## config.mk

```make
export PLATFORM = sky130hd
export DESIGN_NAME = grid_keypoint_nms_core
export DESIGN_NICKNAME = d
export VERILOG_FILES = /design/src/design/grid_nms_pkg.sv /design/src/design/grid_keypoint_nms_core.sv
export SDC_FILE = /design/constraint.sdc
export NUM_CORES = 2
export LEC_CHECK = 0
export ABC_AREA = 1
export BUFFER_PORTS_ARGS = -buffer_cell sky130_fd_sc_hd__buf_2
export CAP_MARGIN = 20
export CELL_PAD_IN_SITES_DETAIL_PLACEMENT = 1
export CELL_PAD_IN_SITES_GLOBAL_PLACEMENT = 1
export CORE_MARGIN = 5
export CORE_UTILIZATION = 40
export DETAILED_ROUTE_END_ITERATION = 10
export PLACE_DENSITY = 0.63
export SYNTH_ARGS = -nofsm -noshare
export SYNTH_HDL_FRONTEND = slang
export SYNTH_SLANG_ARGS = --single-unit
```

## constraint.sdc

```tcl
create_clock -name i_clk -period 17.9 [get_ports i_clk]
set_input_delay 0 -clock i_clk [delete_from_list [all_inputs] [get_ports i_clk]]
set_output_delay 0 -clock i_clk [all_outputs]
set_load 0.005 [all_outputs]
```

## src/design/grid_nms_pkg.sv

```systemverilog
// shared field widths, candidate record type and register indexes for keypoint nms
package grid_nms_pkg;

    localparam int CoordW = 10;
    localparam int ConfW  = 16;
    localparam int SizeW  = 11;
    localparam int RadW   = 4;
    localparam int BordW  = 9;
    localparam int CfgIdxW = 2;

    localparam logic [CfgIdxW-1:0] CFG_WIDTH  = 2'd0;
    localparam logic [CfgIdxW-1:0] CFG_HEIGHT = 2'd1;
    localparam logic [CfgIdxW-1:0] CFG_RADIUS = 2'd2;
    localparam logic [CfgIdxW-1:0] CFG_BORDER = 2'd3;

    typedef struct packed {
        logic [CoordW-1:0] x;
        logic [CoordW-1:0] y;
        logic [ConfW-1:0]  conf;
    } t_cand;

endpackage

```

## src/design/grid_keypoint_nms_core.sv

```systemverilog
// keypoint non-maximum suppression core with a shared compare unit over the candidate list
//
// input channel: one candidate request (x, y, confidence, last flag) per cycle while
// o_in_stall is low; candidates outside the image are ignored, those beyond MAX_POINTS
// are dropped and flagged as overflow. the request with last_point set starts the frame
// processing and o_in_stall stays high until the last result has been taken.
// processing walks the candidate list with one comparator, one pair at a time:
// a duplicate pass and a suppression pass each sweep all stored candidates for every
// remaining candidate i, then every emitted point costs a raster search over the list.
// results come out in raster order, the last one flagged; an empty frame gives one
// result with point valid low. the output register holds its request while
// i_out_stall is high and processing waits. configuration writes are always taken
// (o_cfg_ready high) and are meant to change only between frames.
// reset clears the candidate count and flags and sets the configuration to its defaults;
// no clearing pass is needed since only listed candidates are ever looked at.
module grid_keypoint_nms_core
    import grid_nms_pkg::*;
#(
    parameter int MAX_POINTS = 64,
    parameter int MAX_WIDTH  = 1024,
    parameter int MAX_HEIGHT = 1024,
    parameter int MAX_RADIUS = 15
) (
    input  logic               i_clk,
    input  logic               i_rst_n,
    input  logic               i_in_valid,
    output logic               o_in_stall,
    input  logic [CoordW-1:0]  i_point_x,
    input  logic [CoordW-1:0]  i_point_y,
    input  logic [ConfW-1:0]   i_confidence,
    input  logic               i_last_point,
    output logic               o_out_valid,
    input  logic               i_out_stall,
    output logic [CoordW-1:0]  o_out_x,
    output logic [CoordW-1:0]  o_out_y,
    output logic [ConfW-1:0]   o_out_confidence,
    output logic               o_point_valid,
    output logic               o_last_result,
    output logic               o_overflow,
    input  logic               i_cfg_valid,
    output logic               o_cfg_ready,
    input  logic [CfgIdxW-1:0] i_cfg_index,
    input  logic [SizeW-1:0]   i_cfg_data
);

    localparam int IW = (MAX_POINTS > 1) ? $clog2(MAX_POINTS) : 1;
    localparam int CW = $clog2(MAX_POINTS + 1);
    localparam logic [12:0] LimW = 13'(MAX_WIDTH);
    localparam logic [12:0] LimH = 13'(MAX_HEIGHT);
    localparam logic [4:0]  LimR = 5'(MAX_RADIUS);
    localparam logic [CW-1:0] MaxCnt = CW'(MAX_POINTS);

    localparam logic [2:0] S_LOAD = 3'd0;
    localparam logic [2:0] S_IRD  = 3'd1;
    localparam logic [2:0] S_ILAT = 3'd2;
    localparam logic [2:0] S_JRD  = 3'd3;
    localparam logic [2:0] S_JEV  = 3'd4;
    localparam logic [2:0] S_IEND = 3'd5;
    localparam logic [2:0] S_OUT  = 3'd6;

    localparam logic [1:0] P_DEDUP = 2'd0;
    localparam logic [1:0] P_SUPP  = 2'd1;
    localparam logic [1:0] P_EMIT  = 2'd2;

    // configuration
    logic [SizeW-1:0] r_width, r_height;
    logic [RadW-1:0]  r_radius;
    logic [BordW-1:0] r_border;

    // control
    logic [2:0]  r_state;
    logic [1:0]  r_pass;
    logic [CW-1:0] r_count, r_i, r_j, r_cnt;
    logic        r_ovf;
    logic [MAX_POINTS-1:0] r_dup, r_live, r_kept, r_done;
    logic        r_oany;

    // latched candidate i and best found
    logic [CoordW-1:0] r_ix, r_iy;
    logic [ConfW-1:0]  r_ic;
    t_cand             r_best;
    logic [IW-1:0]     r_bidx;

    // candidate memory
    t_cand mem [MAX_POINTS];
    t_cand r_rd;
    logic          w_we;
    logic [IW-1:0] w_wa, w_ra;
    t_cand         w_wd;

    // effective geometry
    logic [12:0] w_w, w_h;
    logic [4:0]  w_r;
    logic        w_in_acc, w_inside;

    assign w_w = ({2'b0, r_width} > LimW) ? LimW : {2'b0, r_width};
    assign w_h = ({2'b0, r_height} > LimH) ? LimH : {2'b0, r_height};
    assign w_r = ({1'b0, r_radius} > LimR) ? LimR : {1'b0, r_radius};

    assign o_in_stall  = (r_state != S_LOAD);
    assign o_cfg_ready = 1'b1;
    assign o_out_valid = (r_state == S_OUT);
    assign w_in_acc = i_in_valid && (r_state == S_LOAD);
    assign w_inside = ({3'b0, i_point_x} < w_w) && ({3'b0, i_point_y} < w_h);

    // memory port selection
    always_comb begin
        w_we = 1'b0;
        w_wa = r_count[IW-1:0];
        w_wd = '{x: i_point_x, y: i_point_y, conf: i_confidence};
        if (r_state == S_LOAD) begin
            w_we = w_in_acc && w_inside && (r_count < MaxCnt);
        end else if (r_state == S_IEND && r_pass == P_DEDUP) begin
            w_we = 1'b1;
            w_wa = r_i[IW-1:0];
            w_wd = '{x: r_ix, y: r_iy, conf: r_ic};
        end
        w_ra = (r_state == S_IRD) ? r_i[IW-1:0] : r_j[IW-1:0];
    end

    always_ff @(posedge i_clk) begin
        if (w_we) begin
            mem[w_wa] <= w_wd;
        end
        r_rd <= mem[w_ra];
    end

    // shared compare unit between candidate i and the one just read
    logic [10:0] w_dx, w_dy, w_adx, w_ady;
    logic        w_near, w_same, w_jin, w_margin, w_elig, w_better;

    assign w_dx  = {1'b0, r_rd.x} - {1'b0, r_ix};
    assign w_dy  = {1'b0, r_rd.y} - {1'b0, r_iy};
    assign w_adx = w_dx[10] ? (11'd0 - w_dx) : w_dx;
    assign w_ady = w_dy[10] ? (11'd0 - w_dy) : w_dy;
    assign w_near = (w_adx <= {6'b0, w_r}) && (w_ady <= {6'b0, w_r});
    assign w_same = (r_rd.x == r_ix) && (r_rd.y == r_iy);
    assign w_jin  = ({3'b0, r_rd.x} < w_w) && ({3'b0, r_rd.y} < w_h);
    assign w_margin = ({3'b0, r_rd.x} >= {4'b0, r_border})
                   && (({3'b0, r_rd.x} + {4'b0, r_border}) < w_w)
                   && ({3'b0, r_rd.y} >= {4'b0, r_border})
                   && (({3'b0, r_rd.y} + {4'b0, r_border}) < w_h);
    assign w_elig = r_kept[r_j[IW-1:0]] && !r_done[r_j[IW-1:0]] && w_margin;
    assign w_better = (r_cnt == '0) || ({r_rd.y, r_rd.x} < {r_best.y, r_best.x});

    // sequencer
    always_ff @(posedge i_clk) begin
        if (!i_rst_n) begin
            r_width  <= 11'd1024;
            r_height <= 11'd1024;
            r_radius <= 4'd4;
            r_border <= 9'd4;
            r_state  <= S_LOAD;
            r_pass   <= P_DEDUP;
            r_count  <= '0;
            r_i      <= '0;
            r_j      <= '0;
            r_cnt    <= '0;
            r_ovf    <= 1'b0;
            r_dup    <= '0;
            r_live   <= '0;
            r_kept   <= '0;
            r_done   <= '0;
            r_oany   <= 1'b0;
            o_last_result <= 1'b0;
        end else begin
            // register writes
            if (i_cfg_valid) begin
                case (i_cfg_index)
                    CFG_WIDTH:  r_width  <= i_cfg_data;
                    CFG_HEIGHT: r_height <= i_cfg_data;
                    CFG_RADIUS: r_radius <= i_cfg_data[RadW-1:0];
                    CFG_BORDER: r_border <= i_cfg_data[BordW-1:0];
                    default: ;
                endcase
            end
            case (r_state)
                // candidate load
                S_LOAD: begin
                    if (w_in_acc) begin
                        if (w_inside) begin
                            if (r_count < MaxCnt) r_count <= r_count + 1'b1;
                            else r_ovf <= 1'b1;
                        end
                        if (i_last_point) begin
                            r_pass  <= P_DEDUP;
                            r_i     <= '0;
                            r_state <= S_IRD;
                        end
                    end
                end
                // pick next candidate i, move to the next pass or start a raster search
                S_IRD: begin
                    if (r_pass == P_EMIT) begin
                        r_j     <= '0;
                        r_cnt   <= '0;
                        r_state <= S_JRD;
                    end else if (r_i == r_count) begin
                        r_i <= '0;
                        if (r_pass == P_DEDUP) begin
                            r_pass <= P_SUPP;
                            r_live <= ~r_dup;
                        end else begin
                            r_pass <= P_EMIT;
                        end
                    end else if ((r_pass == P_DEDUP && r_dup[r_i[IW-1:0]])
                              || (r_pass == P_SUPP && !r_live[r_i[IW-1:0]])) begin
                        r_i <= r_i + 1'b1;
                    end else begin
                        r_state <= S_ILAT;
                    end
                end
                S_ILAT: begin
                    r_ix    <= r_rd.x;
                    r_iy    <= r_rd.y;
                    r_ic    <= r_rd.conf;
                    r_j     <= '0;
                    r_state <= S_JRD;
                end
                // sweep over j
                S_JRD: begin
                    r_state <= (r_j == r_count) ? S_IEND : S_JEV;
                end
                S_JEV: begin
                    case (r_pass)
                        P_DEDUP: begin
                            if (r_j > r_i && w_same) begin
                                r_ic <= r_rd.conf;
                                r_dup[r_j[IW-1:0]] <= 1'b1;
                            end
                        end
                        P_SUPP: begin
                            if (r_j != r_i && !r_dup[r_j[IW-1:0]] && w_near && w_jin
                                && r_rd.conf < r_ic) begin
                                r_live[r_j[IW-1:0]] <= 1'b0;
                                r_kept[r_j[IW-1:0]] <= 1'b0;
                            end
                        end
                        default: begin
                            if (w_elig) begin
                                r_cnt <= r_cnt + 1'b1;
                                if (w_better) begin
                                    r_best <= r_rd;
                                    r_bidx <= r_j[IW-1:0];
                                end
                            end
                        end
                    endcase
                    r_j     <= r_j + 1'b1;
                    r_state <= S_JRD;
                end
                // finish candidate i or one raster search
                S_IEND: begin
                    case (r_pass)
                        P_DEDUP: begin
                            r_i     <= r_i + 1'b1;
                            r_state <= S_IRD;
                        end
                        P_SUPP: begin
                            r_kept[r_i[IW-1:0]] <= 1'b1;
                            r_live[r_i[IW-1:0]] <= 1'b0;
                            r_i     <= r_i + 1'b1;
                            r_state <= S_IRD;
                        end
                        default: begin
                            o_overflow <= r_ovf;
                            if (r_cnt == '0) begin
                                o_out_x          <= '0;
                                o_out_y          <= '0;
                                o_out_confidence <= '0;
                                o_point_valid    <= 1'b0;
                                o_last_result    <= 1'b1;
                            end else begin
                                o_out_x          <= r_best.x;
                                o_out_y          <= r_best.y;
                                o_out_confidence <= r_best.conf;
                                o_point_valid    <= 1'b1;
                                o_last_result    <= (r_cnt == CW'(1));
                                r_done[r_bidx]   <= 1'b1;
                            end
                            r_oany  <= 1'b1;
                            r_state <= S_OUT;
                        end
                    endcase
                end
                // hold result until taken
                S_OUT: begin
                    if (!i_out_stall) begin
                        if (o_last_result || r_oany && r_cnt == '0) begin
                            r_count <= '0;
                            r_ovf   <= 1'b0;
                            r_dup   <= '0;
                            r_live  <= '0;
                            r_kept  <= '0;
                            r_done  <= '0;
                            r_oany  <= 1'b0;
                            r_pass  <= P_DEDUP;
                            r_state <= S_LOAD;
                        end else begin
                            r_state <= S_IRD;
                        end
                    end
                end
                default: r_state <= S_LOAD;
            endcase
        end
    end

endmodule
```

# Word-level counts from Yosys, hierarchy flattened
# Memory sizes are Yosys's and may differ from the RTL's. A register that Yosys moved wholly into a read port is not among the register bits.
# Cells that the tools add are included.
# totals
n_memories	1
out_inout_bits	42
inputBits	55
ram_bits	2304
mem_bits_ro	0
regBits	443
latch_bits	0
# op_classes
n_lt_le_gt_ge	22
reduce_logical	68
mux	97
n_div	0
eq_ne	41
shifts	0
bitwise_logic	10
multipliers	0
add_sub_neg	10
# mem_list
name	depth	width	rd	rd_ports_with_merged_regs	write_ports	line	source
mem	64	36	1	1	1	grid_keypoint_nms_core.sv:85	t_cand mem [MAX_POINTS];
# ops
op	n
$mux 64	15
$pmux 64 s2	2
$pmux 64 s4	1
$and 64x64->64	3
$not 64->64	3
$or 64x64->64	3
$pmux 64 s3	1
$mux 7	14
$mux 36	2
$lt 10x11->1	4
$mux 11	4
$pmux 7 s3	2
$mux 16	2
$ne 2x2->1 const B	16
$pmux 16 s2	1
$bmux 1 s6	5
$add 7x1->7 const B	4
$pmux 7 s2	2
$logic_and 1x1->1	24
$reduce_and 6->1	4
$add 10x9->11	2
$gt 11x11->1 const B	2
$le 11x4->1	2
$lt 11x11->1	2
other kinds (45)	128

# Longest topological paths before layout
# logic_depth
ltp_word	11
ltp_mapped	35
ltp_nobuf	34

# Least setup slack after synthesis
# OpenSTA, ideal clock, no wires.
# synth_path
kind	register -> register
start	register r_border[1]
end	register r_best[0] (netlist bit) (enable)
t_arrival_ns	6.049
required_ns	17.395
setup_slack_ns	11.346
setup_ns	0.505
path_stages_with_launch	26
path_buffers	0
cell_sequence	dfxtp_1 inv_1 ha_1 inv_1 a21oi_1 o21bai_1 a21oi_1 o21bai_1 a21oi_1 o21bai_1 nand2_1 nand2_1 a21oi_1 xor2_1 ha_1 nand2_1 inv_1 nand3_1 a21oi_1 nor2_1 nand3_1 inv_1 nand3_1 nor2_1 nand3_1 a211oi_1
# synth_via
elab_chain_len	7
word_cells_on_any_way	11
classes_between	2 x add/sub; 4 x order compare; 5 x reduce/logical
# synth_lines
element	line	source
start: declaration	grid_keypoint_nms_core.sv:68	logic [BordW-1:0] r_border;
start signal: assignment	grid_keypoint_nms_core.sv:173	CFG_BORDER: r_border <= i_cfg_data[BordW-1:0];
$add 10x9->11	grid_keypoint_nms_core.sv:140	&& (({3'b0, r_rd.x} + {4'b0, r_border}) < w_w)
$lt 11x11->1	grid_keypoint_nms_core.sv:140	
$logic_and 1x1->1	grid_keypoint_nms_core.sv:140	
$logic_and 1x1->1	grid_keypoint_nms_core.sv:141	&& ({3'b0, r_rd.y} >= {4'b0, r_border})
$logic_and 1x1->1 (*)	grid_keypoint_nms_core.sv:142	&& (({3'b0, r_rd.y} + {4'b0, r_border}) < w_h);
$logic_and 1x1->1 (*)	grid_keypoint_nms_core.sv:143	assign w_elig = r_kept[r_j[IW-1:0]] && !r_done[r_j[IW-1:0]] && w_margin;
$reduce_and 5->1 (no line) (*)	-	
end signal: assignment	grid_keypoint_nms_core.sv:243	r_best <= r_rd;
end: declaration	grid_keypoint_nms_core.sv:81	t_cand r_best;
# Mark *: on every way between the ends. The rest lies on a longest branch, timed or not.
# A chain may end at the register's enable or synchronous reset.

# Final worst setup path
# layout_path
start	register, netlist name r_rd[31]
end	register r_kept[17]
# layout_via
elab_chain_len	10
word_cells_on_any_way	12
classes_between	2 x add/sub; 2 x order compare; 1 x eq/ne; 1 x mux; 6 x reduce/logical
# layout_lines
element	line	source
$sub 10x10->11	grid_keypoint_nms_core.sv:132	assign w_dx = {1'b0, r_rd.x} - {1'b0, r_ix};
$sub 1x11->11	grid_keypoint_nms_core.sv:134	assign w_adx = w_dx[10] ? (11'd0 - w_dx) : w_dx;
$mux 11	grid_keypoint_nms_core.sv:134	
$le 11x4->1	grid_keypoint_nms_core.sv:136	assign w_near = (w_adx <= {6'b0, w_r}) && (w_ady <= {6'b0, w_r});
$logic_and 1x1->1	grid_keypoint_nms_core.sv:136	
$logic_and 1x1->1	grid_keypoint_nms_core.sv:233	if (r_j != r_i && !r_dup[r_j[IW-1:0]] && w_near && w_jin
$logic_and 1x1->1 (*)	grid_keypoint_nms_core.sv:233	
$logic_and 1x1->1 (*)	grid_keypoint_nms_core.sv:234	&& r_rd.conf < r_ic) begin
$ne 2x2->1 (no line) (*)	-	
$reduce_and 6->1 (no line) (*)	-	
end signal: indexed assignment	grid_keypoint_nms_core.sv:236	r_kept[r_j[IW-1:0]] <= 1'b0;
end signal: indexed assignment	grid_keypoint_nms_core.sv:260	r_kept[r_i[IW-1:0]] <= 1'b1;
end signal: assignment	grid_keypoint_nms_core.sv:294	r_kept <= '0;
end: declaration	grid_keypoint_nms_core.sv:75	logic [MAX_POINTS-1:0] r_dup, r_live, r_kept, r_done;
# Marks and branches as above.

==> key figures <==
Outcome
  • Status: finished, final reports clean

Worst setup path
  • Worst path required time: 18.70 ns
  • CP max FO: between 150 and 200
  • CP dominant cell by count: nand2_1
  • Worst Setup Path Type: flop to flop
  • Critical-path top delay cell: buf_4
  • Worst setup SP type: flop
  • Crit path DAT: 7.42 ns
  • Crit path largest cell delay: roughly 0.96 ns
  • CP endpoint kind: flop

Floorplan
  • Die span in x: about 550 µm
  • IO Count: between 90 and 100
  • Initial Utilization: about 40%
  • Die height: around 550 µm
  • Row count: between 150 and 200
  • Core area: between 200,000 and 300,000 µm²
  • Die area: between 300,000 and 400,000 µm²

Logic synthesis
  • Post-Syn Nets: roughly 11,000
  • Synth Flop Type: edfxtp_1
  • Ys Warns: 0
  • FF+latch count, synth: 2,783
  • Syn Inst Count: around 11,000
  • Number of synthesized flops with an enable pin: around 2,400
  • Cell Area, Synth: between 100,000 and 150,000 µm²
  • Fraction of the yosys area taken by sequential cells: 67.7%
  • Syn_area_per_cell: roughly 11 µm²
  • Synth async-reset ratio: 0%
  • Unique masters post-synth: a little over 60

Finish
  • Area Overhead vs Synth: 13.5%
  • Post-Layout Cell Count: roughly 15,000
  • Area of the multi-input gates: about 34,000 µm²
  • Commonest non-fill, non-tap cell in the layout: edfxtp_1
  • Fill count: around 31,000
  • Most frequent cells in the layout: 2,420 x edfxtp_1, 1,907 x nor2_1, 1,481 x o21ai_0, 981 x nand2_1, 683 x o22ai_1
  • Share of post-route cells with drive strength above 1: between 8 and 9%
  • Total Nets Final: around 11,000
  • FF/Latch Area: between 70,000 and 80,000 µm²

STA
  • Final period utilization: between 30% and 40%
  • Max_slew headroom: between 10% and 20%
  • Setup Viol. Count Final: 0
  • Tmin final: 6.62 ns
  • RSZ-0062 raised after global routing: no
  • Hold Fails Final Rpt: 0
  • Clock skew: just under 0.04 ns
  • Max Clk Rate: about 150 MHz
  • Setup TNS: 0 ns
  • Slew @ Worst Pin: around 1.2 ns
  • Final Max Tran Viols: 0

CTS
  • CTS Sinks: about 2,800
  • # Post-CTS Setup Buffers: 0
  • Cts repair resizes: 0
  • Worst-skew pair later-pin latency: 0.92 ns
  • Clk slew on worst S/H paths: 0.06 ns
  • CTS tree: built
  • Clock Path Buffers: 4
  • # hold bufs at CTS: between 40 and 50
  • CTS root buf: clkbuf_16
  • Inserted Clock Buffers: roughly 310
  • Number of H-tree levels: 5

Power
  • Cell leakage power: around 0.045 µW
  • Power density over the cells: 139 nW/µm²
  • Peak supply drop: between 0.07 and 0.08 mV

Global route
  • Grt ovf: 0
  • Initial antenna violation count: 21
  • Vias in the first global route: roughly 90,000
  • First-pass GRT wire length: between 600 and 700 mm
  • Total track usage: 27.5%
  • Pin count of the biggest net entering global routing: about 180

Flow run
  • Number of max-cap violations: 0

Placed design
  • Placed Cells: roughly 14,000
  • Post-DP HPWL: between 200 and 250 mm
  • Port bufs: between 90 and 100
  • Gpl congestion: around 0.9

Drt
  • Via density: 5.98
  • Drt total wl: about 440 mm
  • Drt pass-1 iters: 6
  • DRC: 0
  • ANT nets after route: 0
  • 1st-iter DRT viols: ~9,600
  • Via count: about 89,000
  • DR WL/cell: between 20 and 30 µm

Min path
  • Hold crit path type: primary input to flop
path summary, 6_finish.rpt:
path	slack, ns	cells after the start	end	from
min reg2reg	0.44	0	o_overflow$_DFFE_PP_	r_ovf$_SDFFE_PN0P_
max reg2reg	11.28	29	r_kept[17]$_SDFFE_PN0P_	r_rd[31]$_DFF_P_
max	11.28	29	r_kept[17]$_SDFFE_PN0P_	r_rd[31]$_DFF_P_
min	0.06	4	r_height[9]$_SDFFE_PN0P_	i_cfg_data[9]
synth_stat cells, drive strengths merged (4+ instances only):
master   number  area (µm²)
a21oi       377        1910
a31oi        10        68.8
o2111ai       9        78.8
o21ai      1638        8230
clkinv        7        26.3
nand3b       71         533
xnor2         8        70.1
ha          169        2110
clkbuf      480        1800
nand2       992        3750
a221oi        6        52.6
nor2       1993        7520
buf         198        1100
o221ai       79         692
nor4          7        65.1
inv         483        1810
xor2         34         298
o211ai      106         796
nand3       252        1280
fa            4        80.1
a22oi        30         225
dfxtp       363        7270
nor3         44         245
o22ai       683        4270
nand4       107         669
a211oi       12        90.1
o21bai       13        97.6
edfxtp     2420       72700
power breakdown:
part | switching [µW] | internal, µW | leakage, µW
clock | 2690 | 3710 | 0.00491
combinational | 3340 | 1290 | 0.0152
sequential | 305 | 7330 | 0.0247
total | 6330 | 12300 | 0.0449
final cells by class:
cell class	instances	area share, %
tap	3919	3.66
timing repair buffer	373	2.09
inverter	490	1.39
antenna	15	0.0280
clock buffer	405	6.33
sequential	2783	59.6
clock inverter	159	1.18
multi-input combinational	6672	25.7
critical path, delay by kind of cell, from the launching register on:
family	cells	cell delay (ns)
AO/OA/AOI/OAI	3	0.75
buffers and inverters	3	1.12
adder cells (fa/ha/maj)	2	0.74
AND/OR/NAND/NOR	20	2.80
XOR/XNOR	1	0.15
flip-flops	1	0.76
metrics by stage:
step	hold WS (ns)	util (%)	worst slack [ns]	instance area, µm²	total power (µW)
2_1_floorplan	0.126	-	11.35	118000	10500
3_3_place_gp	0.312	42.0	11.41	123000	12200
3_5_place_dp	0.323	42.0	11.33	123000	12300
4_1_cts	0.00155	45.6	11.33	134000	18700
5_1_grt	0.0816	45.6	10.90	134000	19500
6_report	0.0605	45.6	11.28	134000	18700
kinds of logic (layout without fill, tap and decap cells):
family,count (synthesis),after routing,synth area share (%)
DFF,2783,2783,67.7
xor gates and xnor gates,42,42,0.312
buffers and inverters,1168,1427,4.02
AOI/OAI and AO/OA,2980,2980,14.1
adders and majority gates,173,173,1.86
muxes,2,2,0.0191
and+or+nand+nor,3474,3474,12.0
other,1,16,0.00318
registers in the layout (all words and copies together) (netlist names), 11 cells and up:
signal            count
mem                2304
o_out_confidence     16
r_best               36
r_done               64
r_dup                64
r_height             11
r_ic                 16
r_kept               64
r_live               64
r_rd                 36
r_width              11
per-layer routing:
metal / vias up / global-route usage, % / routed length [µm]
met5: - / 0 / 27
met3: 770 / 4.53 / 33300
met2: 3629 / 44.0 / 200000
li1: 38444 / - / -
met1: 45742 / 37.6 / 185000
met4: 4 / 10.5 / 17700
Note: power is estimated with default switching activity, not from simulation.
